$ cat src/rtl/sacl_pkg.sv
// Package for the set-associative cache tag unit.
// Geometry constants, field widths and the request type passed from the
// front queue to the back end. No dependencies.
package sacl_pkg;

  localparam int NUM_SETS       = 4;
  localparam int NUM_WAYS       = 4;
  localparam int TAG_BITS       = 26;
  localparam int LINE_SHIFT     = 4;
  localparam int ADDR_BITS      = 32;
  localparam int WAY_FIELD_BITS = 2;

  localparam int SET_BITS = (NUM_SETS > 1) ? $clog2(NUM_SETS) : 1;
  localparam int WAY_BITS = (NUM_WAYS > 1) ? $clog2(NUM_WAYS) : 1;

  // request queue between front and back; depth must be a power of two
  localparam int QUEUE_DEPTH = 2;
  localparam int QPTR_BITS   = (QUEUE_DEPTH > 1) ? $clog2(QUEUE_DEPTH) : 1;
  localparam int QCNT_BITS   = $clog2(QUEUE_DEPTH + 1);

  typedef struct packed {
    logic [SET_BITS-1:0] set_idx;
    logic [TAG_BITS-1:0] tag;
  } req_t;

endpackage

$ cat src/rtl/sacl_if.sv
// Valid/ready channel interfaces for the cache tag unit.
// Depends on sacl_pkg for the field widths.
interface sacl_in_if;
  logic                           valid;
  logic                           ready;
  logic [sacl_pkg::ADDR_BITS-1:0] address;

  modport source (output valid, output address, input ready);
  modport sink   (input valid, input address, output ready);
endinterface

interface sacl_out_if;
  logic                                valid;
  logic                                ready;
  logic                                hit;
  logic [sacl_pkg::WAY_FIELD_BITS-1:0] way;
  logic                                evicted;

  modport source (output valid, output hit, output way, output evicted, input ready);
  modport sink   (input valid, input hit, input way, input evicted, output ready);
endinterface

$ cat src/rtl/sacl_front.sv
// Front end: accepts addresses, splits them into set index and tag and
// queues the requests for the back end. Depends on sacl_pkg, sacl_in_if.
module sacl_front (
  input  logic            clk,
  input  logic            rst_n,
  sacl_in_if.sink         in_ch,
  output logic            q_valid,
  input  logic            q_ready,
  output sacl_pkg::req_t  q_req
);
  import sacl_pkg::*;

  req_t                 queue_r [QUEUE_DEPTH];
  logic [QPTR_BITS-1:0] wr_ptr_r, wr_ptr_nxt;
  logic [QPTR_BITS-1:0] rd_ptr_r, rd_ptr_nxt;
  logic [QCNT_BITS-1:0] cnt_r, cnt_nxt;
  logic                 push, pop;
  logic [ADDR_BITS-1:0] line_addr;
  logic [ADDR_BITS-1:0] tag_full;
  req_t                 req_in;

  always_comb begin
    line_addr      = in_ch.address >> LINE_SHIFT;
    tag_full       = line_addr >> SET_BITS;
    req_in.set_idx = line_addr[SET_BITS-1:0];
    req_in.tag     = tag_full[TAG_BITS-1:0];
  end

  assign in_ch.ready = (cnt_r != QCNT_BITS'(QUEUE_DEPTH));
  assign push        = in_ch.valid && in_ch.ready;
  assign q_valid     = (cnt_r != '0);
  assign pop         = q_valid && q_ready;
  assign q_req       = queue_r[rd_ptr_r];

  always_comb begin
    wr_ptr_nxt = push ? wr_ptr_r + 1'b1 : wr_ptr_r;
    rd_ptr_nxt = pop  ? rd_ptr_r + 1'b1 : rd_ptr_r;
    cnt_nxt    = cnt_r;
    if (push && !pop) begin
      cnt_nxt = cnt_r + 1'b1;
    end else if (pop && !push) begin
      cnt_nxt = cnt_r - 1'b1;
    end
  end

  always_ff @(posedge clk) begin
    if (!rst_n) begin
      wr_ptr_r <= '0;
      rd_ptr_r <= '0;
      cnt_r    <= '0;
    end else begin
      wr_ptr_r <= wr_ptr_nxt;
      rd_ptr_r <= rd_ptr_nxt;
      cnt_r    <= cnt_nxt;
    end
  end

  always_ff @(posedge clk) begin
    if (push) begin
      queue_r[wr_ptr_r] <= req_in;
    end
  end

endmodule

$ cat src/rtl/sacl_back.sv
// Back end: tag compare, fill/replace and true-LRU update of one set per cycle
// when not stalled, with a registered result stage. Depends on sacl_pkg, sacl_out_if.
module sacl_back (
  input  logic            clk,
  input  logic            rst_n,
  input  logic            q_valid,
  output logic            q_ready,
  input  sacl_pkg::req_t  q_req,
  sacl_out_if.source      out_ch
);
  import sacl_pkg::*;

  logic [TAG_BITS-1:0] tag_r   [NUM_SETS][NUM_WAYS];
  logic                valid_r [NUM_SETS][NUM_WAYS];
  // recency list per set, entry 0 is least recently used
  logic [WAY_BITS-1:0] order_r [NUM_SETS][NUM_WAYS];

  logic                      out_valid_r, out_valid_nxt;
  logic                      hit_r;
  logic [WAY_FIELD_BITS-1:0] way_r;
  logic                      evicted_r;

  logic                take;
  logic                hit, has_free, evict;
  logic [WAY_BITS-1:0] hit_way, free_way, sel_way, pos;
  logic [WAY_BITS-1:0] order_nxt [NUM_WAYS];
  logic [31:0]         way_wide;

  assign q_ready = !out_valid_r || out_ch.ready;
  assign take    = q_valid && q_ready;

  always_comb begin
    hit      = 1'b0;
    hit_way  = '0;
    has_free = 1'b0;
    free_way = '0;
    // descending scan so the lowest way wins
    for (int w = NUM_WAYS - 1; w >= 0; w--) begin
      if (valid_r[q_req.set_idx][w] && (tag_r[q_req.set_idx][w] == q_req.tag)) begin
        hit     = 1'b1;
        hit_way = WAY_BITS'(w);
      end
      if (!valid_r[q_req.set_idx][w]) begin
        has_free = 1'b1;
        free_way = WAY_BITS'(w);
      end
    end
    evict = !hit && !has_free;
    if (hit) begin
      sel_way = hit_way;
    end else if (has_free) begin
      sel_way = free_way;
    end else begin
      sel_way = order_r[q_req.set_idx][0];
    end

    pos = '0;
    for (int i = NUM_WAYS - 1; i >= 0; i--) begin
      if (order_r[q_req.set_idx][i] == sel_way) begin
        pos = WAY_BITS'(i);
      end
    end
    for (int i = 0; i < NUM_WAYS - 1; i++) begin
      if (WAY_BITS'(i) >= pos) begin
        order_nxt[i] = order_r[q_req.set_idx][i+1];
      end else begin
        order_nxt[i] = order_r[q_req.set_idx][i];
      end
    end
    order_nxt[NUM_WAYS-1] = sel_way;
    way_wide = 32'(sel_way);
  end

  always_comb begin
    out_valid_nxt = out_valid_r;
    if (take) begin
      out_valid_nxt = 1'b1;
    end else if (out_ch.ready) begin
      out_valid_nxt = 1'b0;
    end
  end

  always_ff @(posedge clk) begin
    if (!rst_n) begin
      out_valid_r <= 1'b0;
      for (int s = 0; s < NUM_SETS; s++) begin
        for (int w = 0; w < NUM_WAYS; w++) begin
          valid_r[s][w] <= 1'b0;
          order_r[s][w] <= WAY_BITS'(w);
        end
      end
    end else begin
      out_valid_r <= out_valid_nxt;
      if (take) begin
        order_r[q_req.set_idx] <= order_nxt;
        if (!hit) begin
          valid_r[q_req.set_idx][sel_way] <= 1'b1;
        end
      end
    end
  end

  always_ff @(posedge clk) begin
    if (take) begin
      if (!hit) begin
        tag_r[q_req.set_idx][sel_way] <= q_req.tag;
      end
      hit_r     <= hit;
      way_r     <= way_wide[WAY_FIELD_BITS-1:0];
      evicted_r <= evict;
    end
  end

  assign out_ch.valid   = out_valid_r;
  assign out_ch.hit     = hit_r;
  assign out_ch.way     = way_r;
  assign out_ch.evicted = evicted_r;

endmodule

$ cat src/rtl/set_assoc_cache_lru_tags_unit.sv
// Four-way set-associative cache tag unit with true LRU replacement. Each
// address transaction returns one result: hit, the way hit, filled or
// replaced, and whether a valid tag was evicted. The unit sustains one
// transaction per cycle while the consumer keeps accepting results. An
// accepted address is registered in the request queue and its result in
// the result register. The back end reads, compares and updates one set's
// tags, valid bits and recency list in the same cycle. A two-entry request
// queue holds up to two addresses while the result register waits on the
// consumer. Once the queue is full and the result is stalled, the input
// stalls. No clearing pass is needed after reset. Depends on sacl_pkg,
// sacl_if, sacl_front, sacl_back.
module set_assoc_cache_lru_tags_unit (
  input  logic       clk,
  input  logic       rst_n,
  sacl_in_if.sink    in_ch,
  sacl_out_if.source out_ch
);
  import sacl_pkg::*;

  logic q_valid;
  logic q_ready;
  req_t q_req;

  sacl_front u_front (
    .clk     (clk),
    .rst_n   (rst_n),
    .in_ch   (in_ch),
    .q_valid (q_valid),
    .q_ready (q_ready),
    .q_req   (q_req)
  );

  sacl_back u_back (
    .clk     (clk),
    .rst_n   (rst_n),
    .q_valid (q_valid),
    .q_ready (q_ready),
    .q_req   (q_req),
    .out_ch  (out_ch)
  );

endmodule

$ cat src/flat_wrapper.sv
// flat-port wrapper written by rule: the top's interface ports become plain ports
module set_assoc_cache_lru_tags_unit_flat import sacl_pkg::*;
  (clk, rst_n, in_ch_valid, in_ch_address, in_ch_ready, out_ch_valid, out_ch_hit, out_ch_way, out_ch_evicted, out_ch_ready);
  sacl_in_if in_ch_i ();
  sacl_out_if out_ch_i ();
  input  logic clk;
  input  logic rst_n;
  input wire logic [$bits(in_ch_i.valid)-1:0] in_ch_valid;
  input wire logic [$bits(in_ch_i.address)-1:0] in_ch_address;
  output wire logic [$bits(in_ch_i.ready)-1:0] in_ch_ready;
  output wire logic [$bits(out_ch_i.valid)-1:0] out_ch_valid;
  output wire logic [$bits(out_ch_i.hit)-1:0] out_ch_hit;
  output wire logic [$bits(out_ch_i.way)-1:0] out_ch_way;
  output wire logic [$bits(out_ch_i.evicted)-1:0] out_ch_evicted;
  input wire logic [$bits(out_ch_i.ready)-1:0] out_ch_ready;
  assign in_ch_i.valid = in_ch_valid;
  assign in_ch_i.address = in_ch_address;
  assign in_ch_ready = in_ch_i.ready;
  assign out_ch_valid = out_ch_i.valid;
  assign out_ch_hit = out_ch_i.hit;
  assign out_ch_way = out_ch_i.way;
  assign out_ch_evicted = out_ch_i.evicted;
  assign out_ch_i.ready = out_ch_ready;
  set_assoc_cache_lru_tags_unit u_core (.clk(clk), .rst_n(rst_n), .in_ch(in_ch_i), .out_ch(out_ch_i));
endmodule
$ cat config.mk
export PLATFORM = sky130hd
export DESIGN_NAME = set_assoc_cache_lru_tags_unit_flat
export DESIGN_NICKNAME = d
export VERILOG_FILES = /design/src/rtl/sacl_pkg.sv /design/src/rtl/sacl_if.sv /design/src/rtl/sacl_front.sv /design/src/rtl/sacl_back.sv /design/src/rtl/set_assoc_cache_lru_tags_unit.sv /design/src/flat_wrapper.sv
export SDC_FILE = /design/constraint.sdc
export NUM_CORES = 1
export LEC_CHECK = 0
export BUFFER_PORTS_ARGS = -buffer_cell sky130_fd_sc_hd__buf_4
export CAP_MARGIN = 15
export CELL_PAD_IN_SITES_DETAIL_PLACEMENT = 0
export CELL_PAD_IN_SITES_GLOBAL_PLACEMENT = 2
export CORE_ASPECT_RATIO = 2
export CORE_MARGIN = 5
export CORE_UTILIZATION = 48
export CTS_BUF_LIST = sky130_fd_sc_hd__clkbuf_4
export DETAILED_ROUTE_END_ITERATION = 6
export PLACE_DENSITY = 0.87
export SETUP_SLACK_MARGIN = 0.02
export SLEW_MARGIN = 25
export SYNTH_ARGS = -nofsm -noshare
export SYNTH_HDL_FRONTEND = slang
export SYNTH_SLANG_ARGS = --single-unit
$ cat constraint.sdc
create_clock -name clk -period 5.9 [get_ports clk]
set_input_delay 1.18 -clock clk [delete_from_list [all_inputs] [get_ports clk]]
set_output_delay 1.18 -clock clk [all_outputs]
set_load 0.01 [all_outputs]
==> run summary <==
- **FF-to-FF path depth** 14
- **setup TNS** 0 ns
- **total routing resource utilization after global routing** 25.0%
- **Die ar.** 51,500 sq um
- **number of buffers on the longest clock path** 3
- **leftover overflow at the end of global routing** 0
- **via count** 14,300
- **# DRC** 0
- **horizontal die dimension** 163 microns
- **Starting Density** 48.3%
- **crit path DAT** 5.84 ns
- **placed cell count** 2,192
- **Synth area leaders** sky130_fd_sc_hd__edfxtp_1 68%, sky130_fd_sc_hd__mux2i_1 5.3%, sky130_fd_sc_hd__xnor2_1 4.8%
- **Avg Inst Size Synth** 14.9 sq um
- **H-tree levels** 3
- **power density normalized to cell area** 427 nW/um^2
- **number of distinct standard cells referenced by the synthesized netlist** 85
- **Peak VDD IR** 0.000262 V
- **Initial DRC Count** 1,515
- **beginning of the worst hold path** u_core.u_back.valid_r[0][0]$_DFF_P_
- **source-to-sink clock delay at the later pin of the worst-skew pair** 0.91 ns
- **Resize count post-CTS** 0
- **leading cell types in the layout, fill and taps excluded** 508 x sky130_fd_sc_hd__edfxtp_1, 202 x sky130_fd_sc_hd__o21ai_0, 152 x sky130_fd_sc_hd__clkbuf_4
- **#FFs+latches synth** 530
- **count of input and output buffers** 37
- **Mapped Cells** 1,506
- **post-route antenna net violation count** 0
- **most frequent standard cell in the layout excluding fill and tap cells** sky130_fd_sc_hd__edfxtp_1
- **weighted congestion reported at the end of routability-driven placement** 0.891
- **Post-Layout Inst Area** 25,800 sq um
- **TritonCTS clock tree** built
- **main flop type after synthesis** sky130_fd_sc_hd__edfxtp_1
- **leading area contributor after synthesis** sky130_fd_sc_hd__edfxtp_1
- **number of buffers inserted during clock tree synthesis** 113
- **total iterations of the first detailed-routing run** 6
- **worst-path maximum fanout** 34
- **global-route wire length before repair** 92.8 mm
- **number of placement rows** 112
- **final setup violation count** 0
- **endpoint of the worst-slack reg-to-reg timing path** u_core.u_back.tag_r[3][4]$_DFFE_PP_
- **Worst Hold Class** reg2reg
- **post-detailed-route wirelength per cell** 26.8 microns
- **origin of the worst setup path** u_core.u_front.queue_r[0][26]$_DFFE_PP_
- **fin crit share** 90.7%
- **Hold Path Stages** 1
- **worst clock skew on the final layout** 0.0942 ns
- **Fmax achieved** 187 MHz
- **placeable core region** 46,500 sq um
- **vias in the first global route** 14,600
- **overall die height** 316 microns
- **type of element capturing the critical path** register
- **kind of critical path** reg2reg
- **Via density** 5.93
- **nets@finish** 1,718
- **I/O pin cnt** 42
- **initial antenna violation count** 2
- **layout filler cell count** 3,864
- **CP required** 6.39 ns
- **EDFF count, synth** 508
- **Hold Fails Final Rpt** 0
- **unrepaired setup endpoints after global routing** no
- **netlist area before placement** 22,500 sq um
- **static leakage** 8.64 nW
- **worst slew pin tran** 0.947 ns
- **buffer count from post-CTS setup fixing** 0
- **slew margin rel.** 35.1%
- **max-slew violation count** 0
- **Synth top area share** 67.9%
- **cell at the root of the clock tree** sky130_fd_sc_hd__clkbuf_4
- **clock-pin slew of the registers on the worst-case setup and hold paths** 0.07 ns
- **clock period minus final worst setup slack** 5.35 ns
- **layout cells sized above 1** 22.1%
- **async set-reset flop share out of synthesis** 0%
- **placed wire-length estimate** 41.3 mm
- **total power draw** 11.0 mW
- **pin count of the biggest net entering global routing** 42
- **synthesized net count** 1,543
- **area added between synthesis and finish** 14.7%
- **kind of start point of the critical path** register
- **yosys synthesis warning count** 0
- **sequential element share of the synthesized area** 69.9%
- **cell area after placement** 24,200 sq um
- **Reg2Reg Launch Point** u_core.u_front.queue_r[0][26]$_DFFE_PP_
- **clock sinks** 530
- **post-layout instance count excluding filler cells** 2,410
- **r2r setup slk** 0.55 ns
- **Total Wirelength** 64.5 mm
- **count of max-cap constraint violations** 0
- **result of the run** finished, final reports clean
- **hold path endpoint** u_core.u_back.valid_r[0][0]$_DFF_P_
- **number of buffers inserted for hold repair after clock tree synthesis** 0
[area by class of cell]
class                   instances  area, sq um  share of cell area [%]
diodes                          3         7.51                  0.0292
clock buffers                 152         1140                    4.43
clock inverters                62          389                    1.51
inverters                      32          120                   0.466
multi-input cells             872         6400                    24.9
flip-flops and latches        530        15700                    60.9
well taps                     627          785                    3.05
repair buffers                132         1210                    4.70
[metrics by stage]
stage / setup slack (ns) / hold WS (ns) / util [%]
floorplan: 1.11 / 0.440 / -
global placement: 0.640 / 0.446 / 52.0
detailed placement: 0.569 / 0.452 / 52.0
CTS: 0.555 / 0.413 / 55.3
global route: 0.167 / 0.412 / 55.4
finish: 0.548 / 0.466 / 55.4
[worst max-delay path, cell delays in order (launching register included)]
cell and delay (ns):
sky130_fd_sc_hd__edfxtp_1 0.56, sky130_fd_sc_hd__mux2_4 0.73, sky130_fd_sc_hd__buf_4 0.42, sky130_fd_sc_hd__mux2i_1 0.22, sky130_fd_sc_hd__mux2i_1 0.10, sky130_fd_sc_hd__xnor2_1 0.27
sky130_fd_sc_hd__or4_1 0.47, sky130_fd_sc_hd__nor4_1 0.44, sky130_fd_sc_hd__nor2b_1 0.33, sky130_fd_sc_hd__a21o_1 0.17, sky130_fd_sc_hd__nand2_1 0.13, sky130_fd_sc_hd__inv_1 0.12
sky130_fd_sc_hd__nand3_1 0.33, sky130_fd_sc_hd__nor2_4 0.20, sky130_fd_sc_hd__buf_4 0.39
[Yosys cell counts, drive strengths merged (2+ instances only)]
cell	number
a311o	3
nand4	66
or2	8
edfxtp	508
xnor2	122
o21a	17
and3b	3
clkbuf	43
a21bo	2
xor2	3
nor4b	3
nor3	14
inv	31
nand2	75
a221oi	5
a21o	2
nor2	56
mux2i	128
nand3	25
and2	9
o21ai	209
nor3b	3
or3	4
mux4	17
nand2b	3
nor4	9
a31oi	7
a2111oi	3
nor2b	2
buf	29
and4	2
mux2	7
and3	6
o22ai	4
dfxtp	22
or4	6
nand4b	3
a22oi	3
a222oi	2
o2bb2ai	2
o2111ai	2
a21oi	16
o31a	2
[logic make-up (layout without fill, tap and decap cells)]
group	after synthesis	count (layout)	share of synthesized area [%]
flops	530	530	69.9
other cells	0	3	0
simple gates	300	300	7.17
mux	152	152	7.94
compound gates	294	294	7.69
buf+inv	104	378	2.38
xor+xnor	125	125	4.87
fa+ha+maj	1	1	0.0557
[power by group]
part	switching [mW]	internal, mW
registers	0.0822	4.65
clock network	1.43	1.44
logic	2.24	1.16
[worst max-delay path by stage]
stage / endpoint / slack [ns] / depth (start not counted)
floorplan: u_core.u_back.tag_r[0][0]$_DFFE_PP_ / 1.11 / 16
global placement: u_core.u_back.order_r[3][5]$_SDFFCE_PN0P_ / 0.64 / 15
detailed placement: u_core.u_back.order_r[2][5]$_SDFFCE_PN0P_ / 0.57 / 15
CTS: u_core.u_back.order_r[2][5]$_SDFFCE_PN0P_ / 0.55 / 15
global route: u_core.u_back.order_r[0][5]$_SDFFCE_PN0P_ / 0.17 / 15
finish: u_core.u_back.tag_r[3][4]$_DFFE_PP_ / 0.55 / 14
[sequential cells by signal, indices dropped and copies added, names as in the netlist, named ones only]
register / cells
u_core.u_back.tag_r: 416
u_core.u_front.queue_r: 56
u_core.u_back.order_r: 32
u_core.u_back.valid_r: 16
u_core.u_back.out_ch.way: 2
u_core.u_front.cnt_r: 2
u_core.u_back.out_ch.evicted: 1
u_core.u_back.out_ch.hit: 1
u_core.u_back.out_ch.valid: 1
u_core.u_front.rd_ptr_r: 1
u_core.u_front.wr_ptr_r: 1
[layer usage]
layer / up-vias / wire [microns] / GRT usage [%]
met5: - / 0 / 0
met4: 0 / 4330 / 15.2
met3: 193 / 4480 / 5.28
met2: 700 / 34000 / 44.5
met1: 7150 / 21700 / 27.0
li1: 6240 / - / -
Note: power is estimated with default switching activity, not from simulation.
